<file path="config.mk">
export PLATFORM = sky130hd
export DESIGN_NAME = button_press_classifier_queue_unit
export DESIGN_NICKNAME = d
export VERILOG_FILES = /design/src/hw/rtl/bpcq_pkg.sv /design/src/hw/rtl/bpcq_scan.sv /design/src/hw/rtl/bpcq_queue.sv /design/src/hw/rtl/button_press_classifier_queue_unit.sv
export SDC_FILE = /design/constraint.sdc
export NUM_CORES = 1
export LEC_CHECK = 0
export BUFFER_PORTS_ARGS = -buffer_cell sky130_fd_sc_hd__buf_2
export CAP_MARGIN = 20
export CORE_ASPECT_RATIO = 0.5
export CORE_UTILIZATION = 30
export CTS_CLUSTER_DIAMETER = 200
export DETAILED_ROUTE_END_ITERATION = 7
export GPL_ROUTABILITY_DRIVEN = 0
export HOLD_SLACK_MARGIN = 0.02
export SYNTH_ARGS = -nofsm -noshare
export SYNTH_HDL_FRONTEND = slang
export SYNTH_HIERARCHICAL = 1
export SYNTH_SLANG_ARGS = --single-unit
</file>
<file path="constraint.sdc">
create_clock -name clock -period 13.5 [get_ports clock]
set_clock_uncertainty 0.05 [all_clocks]
set_input_delay 1.35 -clock clock [delete_from_list [all_inputs] [get_ports clock]]
set_output_delay 1.35 -clock clock [all_outputs]
set_load 0.02 [all_outputs]
</file>
<file path="src/hw/rtl/bpcq_pkg.sv">
`timescale 1ns / 1ps
// ----------------------------------------------------------------------------
// bpcq_pkg
// Shared types, register indexes and reset values for the button press
// classifier queue.
// ----------------------------------------------------------------------------
package bpcq_pkg;

   // Fixed field widths.
   localparam int unsigned LEVEL_W  = 8;
   localparam int unsigned TIME_W   = 32;
   localparam int unsigned COUNT_W  = 16;
   localparam int unsigned CSR_IDX_W = 2;

   // Default parameter values.
   localparam int unsigned NUM_BUTTONS_DEF = 8;
   localparam int unsigned QUEUE_DEPTH_DEF = 16;

   // Item operation codes.
   localparam logic OP_SCAN = 1'b0;
   localparam logic OP_POP  = 1'b1;

   // Configuration register indexes.
   localparam logic [CSR_IDX_W-1:0] CSR_SHORT_TICKS   = 2'd0;
   localparam logic [CSR_IDX_W-1:0] CSR_LONG_TICKS    = 2'd1;
   localparam logic [CSR_IDX_W-1:0] CSR_BEEP_TICKS    = 2'd2;
   localparam logic [CSR_IDX_W-1:0] CSR_GATHER_WINDOW = 2'd3;

   // Configuration reset values.
   localparam logic [COUNT_W-1:0] SHORT_TICKS_RST   = 16'd5;
   localparam logic [COUNT_W-1:0] LONG_TICKS_RST    = 16'd100;
   localparam logic [COUNT_W-1:0] BEEP_TICKS_RST    = 16'd10;
   localparam logic [COUNT_W-1:0] GATHER_WINDOW_RST = 16'd100;

   // Input item.
   typedef struct packed {
      logic               op;
      logic [LEVEL_W-1:0] buttons_high;
      logic [TIME_W-1:0]  now_ms;
   } req_type;

   // Result item.
   typedef struct packed {
      logic               beep_start;
      logic               beep_stop;
      logic               event_queued;
      logic               event_dropped;
      logic               pop_valid;
      logic [LEVEL_W-1:0] pop_mask;
      logic               pop_long;
   } rsp_type;

   // Configuration register set.
   typedef struct packed {
      logic [COUNT_W-1:0] short_ticks;
      logic [COUNT_W-1:0] long_ticks;
      logic [COUNT_W-1:0] beep_ticks;
      logic [COUNT_W-1:0] gather_window_ms;
   } cfg_type;

   // One queued event.
   typedef struct packed {
      logic               long_flag;
      logic [LEVEL_W-1:0] mask;
   } entry_type;

   // Push request from the scan logic to the queue.
   typedef struct packed {
      logic      valid;
      entry_type entry;
   } push_type;

   // Queue occupancy status.
   typedef struct packed {
      logic empty;
      logic full;
   } qstat_type;

   // Scan result flags.
   typedef struct packed {
      logic beep_start;
      logic beep_stop;
      logic event_queued;
      logic event_dropped;
   } scan_flags_type;

endpackage

</file>
<file path="src/hw/rtl/bpcq_scan.sv">
`timescale 1ns / 1ps
// ----------------------------------------------------------------------------
// bpcq_scan
// Per-button hold counters, press classification, beep timer and the
// gathering of classified presses into one pending event.
// ----------------------------------------------------------------------------
module bpcq_scan
   import bpcq_pkg::*;
#(
   parameter int unsigned NUM_BUTTONS = NUM_BUTTONS_DEF
) (
   input  logic               clock,
   input  logic               reset,
   input  logic               scan_en,
   input  logic [LEVEL_W-1:0] buttons_high,
   input  logic [TIME_W-1:0]  now_ms,
   input  cfg_type            cfg,
   input  qstat_type          q_stat,
   output push_type           push,
   output scan_flags_type     flags
);

   localparam int unsigned LANES = (NUM_BUTTONS < LEVEL_W) ? NUM_BUTTONS : LEVEL_W;
   localparam logic [COUNT_W-1:0] COUNT_MAX = '1;

   logic [COUNT_W-1:0] hold_ff [LANES];
   logic [COUNT_W-1:0] hold_in [LANES];
   logic [LANES-1:0]   lane_mask;
   logic [LANES-1:0]   lane_long;
   logic [LANES-1:0]   lane_rose;

   logic [COUNT_W-1:0] beep_ff, beep_in, beep_dec;
   logic [LEVEL_W-1:0] pend_mask_ff, pend_mask_in, mask_merged, new_mask;
   logic               pend_long_ff, pend_long_in, long_merged;
   logic [TIME_W-1:0]  last_ff, last_in, last_merged, quiet_ms;
   logic               fire, start;

   // Per-lane classification and hold counter update.
   for (genvar i = 0; i < LANES; i++) begin : g_lane
      always_comb begin
         lane_mask[i] = 1'b0;
         lane_long[i] = 1'b0;
         lane_rose[i] = 1'b0;
         hold_in[i]   = hold_ff[i];
         if (buttons_high[i]) begin
            lane_mask[i] = (hold_ff[i] >= cfg.short_ticks) ||
                           (hold_ff[i] >= cfg.long_ticks);
            lane_long[i] = (hold_ff[i] >= cfg.long_ticks);
            hold_in[i]   = '0;
         end else if (hold_ff[i] != COUNT_MAX) begin
            hold_in[i]   = hold_ff[i] + 1'b1;
            lane_rose[i] = ((hold_ff[i] + 1'b1) == cfg.short_ticks);
         end
      end
   end

   // Beep timer: count down first, then a start reloads it.
   always_comb begin
      beep_dec = (beep_ff != '0) ? beep_ff - 1'b1 : '0;
      start    = (beep_dec == '0) && (|lane_rose);
      beep_in  = start ? cfg.beep_ticks : beep_dec;
   end

   // Merge new presses and decide whether the quiet window has passed.
   always_comb begin
      new_mask     = LEVEL_W'(lane_mask);
      mask_merged  = pend_mask_ff | new_mask;
      long_merged  = pend_long_ff | (|lane_long);
      last_merged  = (new_mask != '0) ? now_ms : last_ff;
      quiet_ms     = now_ms - last_merged;
      fire         = (mask_merged != '0) &&
                     (quiet_ms >= TIME_W'(cfg.gather_window_ms));
      pend_mask_in = fire ? '0 : mask_merged;
      pend_long_in = fire ? 1'b0 : long_merged;
      last_in      = last_merged;
   end

   // Push request and per-tick flags.
   always_comb begin
      push.valid           = scan_en && fire && !q_stat.full;
      push.entry.mask      = mask_merged;
      push.entry.long_flag = long_merged;
      flags.beep_start     = start;
      flags.beep_stop      = (beep_ff == COUNT_W'(1));
      flags.event_queued   = fire && !q_stat.full;
      flags.event_dropped  = fire && q_stat.full;
   end

   // State registers, updated on each accepted scan tick.
   always_ff @(posedge clock) begin
      if (reset) begin
         for (int i = 0; i < LANES; i++) begin
            hold_ff[i] <= '0;
         end
         beep_ff      <= '0;
         pend_mask_ff <= '0;
         pend_long_ff <= 1'b0;
         last_ff      <= '0;
      end else if (scan_en) begin
         for (int i = 0; i < LANES; i++) begin
            hold_ff[i] <= hold_in[i];
         end
         beep_ff      <= beep_in;
         pend_mask_ff <= pend_mask_in;
         pend_long_ff <= pend_long_in;
         last_ff      <= last_in;
      end
   end

endmodule

</file>
<file path="src/hw/rtl/bpcq_queue.sv">
`timescale 1ns / 1ps
// ----------------------------------------------------------------------------
// bpcq_queue
// Circular event queue with one unused slot, held in a synchronous memory
// with registered read data.
// ----------------------------------------------------------------------------
module bpcq_queue
   import bpcq_pkg::*;
#(
   parameter int unsigned QUEUE_DEPTH = QUEUE_DEPTH_DEF
) (
   input  logic      clock,
   input  logic      reset,
   input  push_type  push,
   input  logic      pop_en,
   output qstat_type q_stat,
   output entry_type rd_entry
);

   localparam int unsigned PTR_W = (QUEUE_DEPTH > 1) ? $clog2(QUEUE_DEPTH) : 1;
   localparam logic [PTR_W-1:0] PTR_LAST = PTR_W'(QUEUE_DEPTH - 1);

   entry_type        mem [QUEUE_DEPTH];
   entry_type        rd_entry_ff;
   logic [PTR_W-1:0] head_ff, head_in, tail_ff, tail_in, head_next, tail_next;
   logic             pop_ok;

   // Pointer arithmetic modulo the depth.
   always_comb begin
      head_next    = (head_ff == PTR_LAST) ? '0 : head_ff + 1'b1;
      tail_next    = (tail_ff == PTR_LAST) ? '0 : tail_ff + 1'b1;
      q_stat.empty = (head_ff == tail_ff);
      q_stat.full  = (head_next == tail_ff);
      pop_ok       = pop_en && !q_stat.empty;
      head_in      = push.valid ? head_next : head_ff;
      tail_in      = pop_ok ? tail_next : tail_ff;
   end

   always_ff @(posedge clock) begin
      if (reset) begin
         head_ff <= '0;
         tail_ff <= '0;
      end else begin
         head_ff <= head_in;
         tail_ff <= tail_in;
      end
   end

   // Memory write at the head and registered read at the tail. A push and
   // a pop never share a cycle, but a pop reads at the tail even when empty.
   always_ff @(posedge clock) begin
      if (push.valid) begin
         mem[head_ff] <= push.entry;
      end
      if (pop_en) begin
         rd_entry_ff <= mem[tail_ff];
      end
   end

   assign rd_entry = rd_entry_ff;

endmodule

</file>
<file path="src/hw/rtl/button_press_classifier_queue_unit.sv">
`timescale 1ns / 1ps
// ----------------------------------------------------------------------------
// button_press_classifier_queue_unit
// Classifies button presses as short or long, drives a beep timer and
// queues merged press events for a later pop.
// ----------------------------------------------------------------------------
// Usage:
// Each transfer on the req_ channel is either a scan tick (op scan) with the
// active-low button levels and a millisecond timestamp, or a pop (op pop).
// Every request yields exactly one transfer on the rsp_ channel, in order.
// A result is registered in the output register in the cycle after its
// request is taken; while req_stall is low a new request can be taken every
// cycle, so throughput is one item per clock. Popped events are read from the
// queue memory through its registered read port.
// When the receiver asserts rsp_stall while a result is held, req_stall rises
// in the same cycle and the held result stays unchanged until it is taken.
// The csr_ channel is always ready and writes one configuration register per
// transfer; write it only while the block is idle.
// A synchronous reset clears the hold counters, beep timer, pending event and
// queue pointers, and restores the configuration defaults. It needs no
// clearing pass: popped data is masked unless the queue held an entry.
// ----------------------------------------------------------------------------
module button_press_classifier_queue_unit
   import bpcq_pkg::*;
#(
   parameter int unsigned NUM_BUTTONS = NUM_BUTTONS_DEF,
   parameter int unsigned QUEUE_DEPTH = QUEUE_DEPTH_DEF
) (
   input  logic                 clock,
   input  logic                 reset,
   input  logic                 req_valid,
   output logic                 req_stall,
   input  req_type              req_payload,
   output logic                 rsp_valid,
   input  logic                 rsp_stall,
   output rsp_type              rsp_payload,
   input  logic                 csr_valid,
   output logic                 csr_ready,
   input  logic [CSR_IDX_W-1:0] csr_index,
   input  logic [COUNT_W-1:0]   csr_wdata
);

   cfg_type        cfg_ff;
   push_type       push;
   qstat_type      q_stat;
   scan_flags_type flags, flags_ff;
   entry_type      rd_entry;
   logic           req_fire, scan_en, pop_en;
   logic           rsp_valid_ff, rsp_valid_in, pop_valid_ff;

   // Request acceptance: stall only while a held result is not taken.
   assign req_stall = rsp_valid_ff && rsp_stall;
   assign req_fire  = req_valid && !req_stall;
   assign scan_en   = req_fire && (req_payload.op == OP_SCAN);
   assign pop_en    = req_fire && (req_payload.op == OP_POP);

   // Configuration registers.
   assign csr_ready = 1'b1;

   always_ff @(posedge clock) begin
      if (reset) begin
         cfg_ff.short_ticks      <= SHORT_TICKS_RST;
         cfg_ff.long_ticks       <= LONG_TICKS_RST;
         cfg_ff.beep_ticks       <= BEEP_TICKS_RST;
         cfg_ff.gather_window_ms <= GATHER_WINDOW_RST;
      end else if (csr_valid && csr_ready) begin
         case (csr_index)
            CSR_SHORT_TICKS:   cfg_ff.short_ticks      <= csr_wdata;
            CSR_LONG_TICKS:    cfg_ff.long_ticks       <= csr_wdata;
            CSR_BEEP_TICKS:    cfg_ff.beep_ticks       <= csr_wdata;
            CSR_GATHER_WINDOW: cfg_ff.gather_window_ms <= csr_wdata;
            default:           cfg_ff                  <= cfg_ff;
         endcase
      end
   end

   // Scan logic.
   bpcq_scan #(
      .NUM_BUTTONS (NUM_BUTTONS)
   ) u_scan (
      .clock        (clock),
      .reset        (reset),
      .scan_en      (scan_en),
      .buttons_high (req_payload.buttons_high),
      .now_ms       (req_payload.now_ms),
      .cfg          (cfg_ff),
      .q_stat       (q_stat),
      .push         (push),
      .flags        (flags)
   );

   // Event queue.
   bpcq_queue #(
      .QUEUE_DEPTH (QUEUE_DEPTH)
   ) u_queue (
      .clock    (clock),
      .reset    (reset),
      .push     (push),
      .pop_en   (pop_en),
      .q_stat   (q_stat),
      .rd_entry (rd_entry)
   );

   // Output register: valid is set by a request transfer, cleared by a take.
   always_comb begin
      rsp_valid_in = rsp_valid_ff;
      if (req_fire) begin
         rsp_valid_in = 1'b1;
      end else if (rsp_valid_ff && !rsp_stall) begin
         rsp_valid_in = 1'b0;
      end
   end

   always_ff @(posedge clock) begin
      if (reset) begin
         rsp_valid_ff <= 1'b0;
      end else begin
         rsp_valid_ff <= rsp_valid_in;
      end
   end

   always_ff @(posedge clock) begin
      if (req_fire) begin
         flags_ff     <= scan_en ? flags : '0;
         pop_valid_ff <= pop_en && !q_stat.empty;
      end
   end

   // Result assembly; the popped entry comes from the registered memory read.
   always_comb begin
      rsp_payload.beep_start    = flags_ff.beep_start;
      rsp_payload.beep_stop     = flags_ff.beep_stop;
      rsp_payload.event_queued  = flags_ff.event_queued;
      rsp_payload.event_dropped = flags_ff.event_dropped;
      rsp_payload.pop_valid     = pop_valid_ff;
      rsp_payload.pop_mask      = pop_valid_ff ? rd_entry.mask : '0;
      rsp_payload.pop_long      = pop_valid_ff ? rd_entry.long_flag : 1'b0;
   end

   assign rsp_valid = rsp_valid_ff;

   // A push always leaves the queue non-empty.
   a_push_not_empty : assert property (@(posedge clock) disable iff (reset)
      (req_fire && push.valid) |=> !q_stat.empty)
      else $error("queue empty after a push");

   // A pop from an empty queue never reports an event.
   a_empty_pop : assert property (@(posedge clock) disable iff (reset)
      (pop_en && q_stat.empty) |=> !rsp_payload.pop_valid)
      else $error("pop of empty queue returned an event");

   // An event is never both queued and dropped.
   a_queued_xor_dropped : assert property (@(posedge clock) disable iff (reset)
      rsp_valid |-> !(rsp_payload.event_queued && rsp_payload.event_dropped))
      else $error("event both queued and dropped");

   // A pop result carries no scan flags.
   a_pop_no_scan : assert property (@(posedge clock) disable iff (reset)
      (pop_en |=> !(rsp_payload.beep_start || rsp_payload.beep_stop ||
                    rsp_payload.event_queued || rsp_payload.event_dropped)))
      else $error("scan flags set on a pop result");

endmodule

</file>
* Word-level counts from Yosys, hierarchy flattened *
Memory sizes are Yosys's and may differ from the RTL's. A register that Yosys moved wholly into a read port is not among the register bits.
Index checks and enable logic that the tools add are counted.

word-level totals
  flip-flop bits (word level) = 135
  RAM bits = 272
  input port bits = 64
  output and inout port bits = 17
  word-level logic and storage cells = 192
  memories kept = 2

operators by class
  add/sub/neg operators = 12
  order comparisons = 17
  equal/unequal tests = 24
  mux-type cells = 74
  bitwise operators = 11
  reductions and logical operators = 36

memory list
  memory          words  bits a word  rd ports  clocked after memory_dff  write ports  line              source
  u_queue.mem     16     9            1         1                         1            bpcq_queue.sv:23  entry_type mem [QUEUE_DEPTH];
  u_scan.hold_ff  8      16           8         0                         8            bpcq_scan.sv:26   logic [COUNT_W-1:0] hold_ff [LANES];

operators by type and width
  cell                     number
  $mux W16                 26
  $ge A16 B16 Y1           16
  $add A16 B1 Y16 const B  8
  $eq A16 B16 Y1           8
  $ne A16 B16 Y1 const B   8
  $mux W1                  43
  $ge A32 B16 Y1           1
  $mux W32                 1
  $sub A32 B32 Y32         1
  $eq A16 B1 Y1 const B    1
  $logic_not A16 Y1        1
  $mux W8                  2
  $reduce_bool A16 Y1      1
  $reduce_bool A8 Y1       2
  $reduce_or A8 Y1         2
  $sub A16 B1 Y16 const B  1
  $logic_and A1 B1 Y1      12
  $or A1 B1 Y1             9
  $add A4 B1 Y4 const B    2
  $eq A4 B4 Y1             2
  $eq A4 B4 Y1 const B     2
  $logic_or A1 B1 Y1       8
  $mux W4                  2
  $or A8 B8 Y8             1
  other kinds (7)          14

* Logic depth before layout (Yosys ltp) *
An unclocked memory read counts as a cell.

  depth in word-level cells = 13
  mapped depth = 45
  mapped depth without buffers = 42

* By module *
The synthesis kept the hierarchy.

by module, submodules not included
  module                              times used  cells an instance  area an instance (µm²)  sequential area each (µm²)
  bpcq_scan                           1           2264               19249.7                 4984.8
  bpcq_queue                          1           314                6361.1                  4754.6
  button_press_classifier_queue_unit  1           267                2872.8                  1451.4

* Least setup slack after synthesis *
Ideal clock, no wire load.

  path type = input to register
  start point = input port req_payload[33] (netlist bit)
  end point = memory u_queue/mem[12][0] (netlist bit), enable pin
  library setup time = 0.282 ns
  arrival time = 9.079 ns
  data required time = 13.168 ns
  setup slack = 4.089 ns
  stages = 40
  buffers on the path = 3
  cells stage by stage = nand3_2 -> or4_4 -> or4_4 -> o211ai_2 -> nor2_2 -> and4_4 -> nand2_4 -> buf_6 -> clkbuf_1 -> mux2i_1 -> ha_1 -> nor2b_1 -> o21ai_0 -> a21boi_0 -> o21ai_0 -> a21boi_0 -> or2_2 -> o31ai_1 -> [4 not listed] -> o21ai_0 -> xnor2_1 -> ha_1 -> a21o_1 -> a21o_1 -> a21oi_1 -> o21ai_0 -> a211oi_1 -> o211ai_1 -> nor3_1 -> o221ai_1 -> a311o_1 -> a2111o_1 -> o31a_1 -> nor3b_1 -> clkbuf_1 -> and3_1 -> and2_1

RTL lines
  what         line                                      source
  from (decl)  button_press_classifier_queue_unit.sv:33  input req_type req_payload,
  to (decl)    bpcq_queue.sv:23

==> flow_metrics.py <==
metrics = {
    "timing": {
        "fin_tns_setup_ns": 0,
        "maxSlewHeadroom_pct": 24.51,
        "rsz0062_at_grt": "no",
        "fin_crit_ns": 11.57,
        "finalHoldViolations": 0,
        "drv_slew": 0,
        "post-route-period-util_pct": 85.71,
        "tightest_slew_ns": 1.118,
        "fmax_mhz": 86.42,
        "finalSetupViolations": 0,
        "setup_ws_ns": 1.929,
    },
    "route": {
        "routed.top_layer": "met5",
        "wl_met2_mm": 36.61,
        "ant_nets": 0,
        "drt-initial-drc-count": 2256,
        "via_count": 22500,
        "drt-wirelength-per-cell_um": 20.76,
        "route.met3.wl_mm": 6.619,
        "routed_via_density": 5.380,
        "drt_wl_total_mm": 86.82,
        "first_pass_iters": 6,
        "wl_met1_mm": 40.71,
        "drc": 0,
    },
    "global_routing": {
        "grt_pass1_vias": 21307,
        "overflow": 0,
        "grt_max_degree": 72,
        "track_usage_pct": 17.53,
        "grt_pass1_wl_mm": 130.0,
        "antenna_found_initial": 8,
    },
    "logic_synthesis": {
        "yosys.cell_types.count": 94,
        "syn-num-nets": 3225,
        "synth.avg_cell_area_um2": 10.01,
        "ys_ff_latch": 416,
        "async_reset_ff_share_pct": 0,
        "yosys_warnings": 6,
        "syn_area_mm2": 0.02848,
        "synth-edff-count": 286,
        "synth.area.top_cells": "edfxtp_1, ha_1, dfxtp_1",
        "synth_cells": 2845,
        "synth_top_area_share_pct": 30.15,
        "yosysTopAreaCell": "edfxtp_1",
        "synth_flop_cell": "edfxtp_1",
        "yosysSeqAreaShare_pct": 39.29,
    },
    "power": {
        "peakVddDrop_uv": 82.25,
        "swShare_pct": 29.56,
        "p_int_mw": 2.483,
        "p_leak_nw": 12.13,
        "p_switching_mw": 1.042,
        "combPwrFrac_pct": 18.3,
        "seqPwrFrac_pct": 42.5,
        "power_density_mw_per_mm2": 110.8,
        "clock_power_share_pct": 39.3,
    },
    "floorplanning": {
        "die_y_um": 219.9,
        "rows": 79,
        "core_mm2": 0.09351,
        "die-area_mm2": 0.09626,
        "die_w_um": 437.8,
        "start_util_pct": 30.46,
        "boundaryPins": 81,
    },
    "placed_design": {
        "hpwl_mm": 62.26,
        "dp.cells": 4094,
        "dp_slack_ns": 2.159,
        "placed_area_mm2": 0.03015,
        "io_buffers": 79,
    },
    "critical_path": {
        "worst_setup_path_end_kind": "flop",
        "critPathKind": "flop to flop",
        "cp_common_cell": "o21ai_0",
        "crit_fanout": 16,
        "r2r_start": "cfg_ff[59]$_SDFFE_PP0P_",
        "ff2ff_path_depth": 41,
        "cp_num_cells": 41,
        "max_stage_delay_ns": 0.79,
        "required_ns": 13.77,
        "r2r_end": "u_queue/mem[3][7]$_DFFE_PP_",
        "cp_num_buf_inv": 2,
        "slowest_stage": "dfxtp_1",
        "worst_setup_path_start_kind": "flop",
        "cp_top_family": "compound AO/OA/AOI/OAI gates",
        "arrival_ns": 11.84,
        "reg2reg_slack_ns": 1.93,
    },
    "layout": {
        "areaGrowthSynthToFinish_pct": 11.71,
        "design_area_mm2": 0.03182,
        "drive_gt1_share_pct": 8.724,
        "final_cell_mix": "nor2_1, ha_1, edfxtp_1",
        "stdcell_count": 4182,
        "fin_nets": 3266,
    },
    "clocking": {
        "cts_tree": "yes",
        "cts_buffers": 45,
        "htree_levels": 2,
        "clk-insertion-delay-late_ns": 0.62,
        "post-cts-setup-buffers": 0,
        "cts-hold-fix-buffers": 0,
        "cts.sinks": 416,
        "cts-root-buf": "clkbuf_16",
        "path_clk_slew_ns": 0.07,
        "clock_path_buffers": 3,
        "cts_resized": 0,
    },
    "outcome": {
        "status": "finished clean",
    },
    "min_path": {
        "hold_start": "cfg_ff[36]$_SDFFE_PP0P_",
        "hold_path_depth": 2,
        "hp-class": "flop to flop",
        "hold_end": "cfg_ff[36]$_SDFFE_PP0P_",
    },
    "job": {
        "maxCapViolCount": 0,
    },
}
[per-stage QoR]
step | hold WS [ns] | total power [mW] | util (%)
after CTS | 0.4254 | 3.544 | 34.02
after global routing | 0.4434 | 3.677 | 34.03
final | 0.4264 | 3.525 | 34.03
after global placement | 0.4050 | 2.138 | 32.24
after detailed placement | 0.4065 | 2.154 | 32.24
after floorplan | 0.3751 | 1.947 | -
[registers in the layout, indices dropped and copies added (netlist names)]
name and flops:
u_scan/pend_long_ff 1, u_queue/tail_ff 4, u_scan/beep_ff 16, u_scan/hold_ff 128
pop_valid_ff 1, u_scan/pend_mask_ff 8, u_queue/mem 144, u_queue/head_ff 4
cfg_ff 64, u_scan/last_ff 32, rsp_valid 1, rsp_payload 4
u_queue/rd_entry 9
[Yosys cell counts (all sizes together) (92+ instances only)]
cell type / instances
dfxtp: 130
o21ai: 92
xnor2: 173
nand2b: 102
nand2: 174
inv: 109
nor2: 320
edfxtp: 286
mux2i: 103
xor2: 99
a21oi: 163
ha: 315
[cells by family after synthesis]
logic type	share of synthesized area, %
compound gates	11.43
xor+xnor	8.443
fa+ha+maj	14.01
buf+inv	3.031
flops	39.29
mux	6.519
other cells	0.01317
simple gates	17.27
[metal layers]
metal / global-route usage (%) / vias up
met3: 3.112 / 165
li1: - / 10550
met5: 0 / -
met4: 6.142 / 2
met2: 26.09 / 862
met1: 25.27 / 10921
[worst max path at each step]
stage,start,to,slack (ns)
after floorplan,req_payload[33],u_queue/mem[12][0]$_DFFE_PP_,4.09
after detailed placement,cfg_ff[59]$_SDFFE_PP0P_,u_queue/mem[2][8]$_DFFE_PP_,2.16
after CTS,cfg_ff[59]$_SDFFE_PP0P_,u_queue/mem[3][5]$_DFFE_PP_,2.13
after global routing,cfg_ff[59]$_SDFFE_PP0P_,u_queue/mem[7][3]$_DFFE_PP_,1.16
after global placement,cfg_ff[59]$_SDFFE_PP0P_,u_queue/mem[5][4]$_DFFE_PP_,2.47
final,cfg_ff[59]$_SDFFE_PP0P_,u_queue/mem[3][7]$_DFFE_PP_,1.93
[cell type report]
type / instances / area [um2]
fill: 9474 / 61690
multi-input combinational: 2216 / 16440
sequential: 416 / 11190
tap: 1255 / 1570
clock buffer: 53 / 1207
timing repair buffer: 96 / 525.5
clock inverter: 31 / 452.9
inverter: 111 / 416.7
antenna: 4 / 10.01
[worst register-to-register path, delay by kind of cell (launching register included)]
kind / cells / cell delay, ns
xor gates and xnor gates: 1 / 0.15
adders and majority gates: 4 / 1.28
AOI/OAI and AO/OA: 21 / 4.56
and+or+nand+nor: 13 / 3.74
buffers and inverters: 2 / 0.72
DFF: 1 / 0.79
[power by group through the flow]
stage / logic [mW] / registers [mW] / clock network, mW
after floorplan: 0.452 / 1.50 / 0
after global placement: 0.618 / 1.52 / 0
after detailed placement: 0.633 / 1.52 / 0
after CTS: 0.637 / 1.49 / 1.41
after global routing: 0.710 / 1.50 / 1.46
final: 0.645 / 1.50 / 1.38
Power figures use the tool's default switching activity.
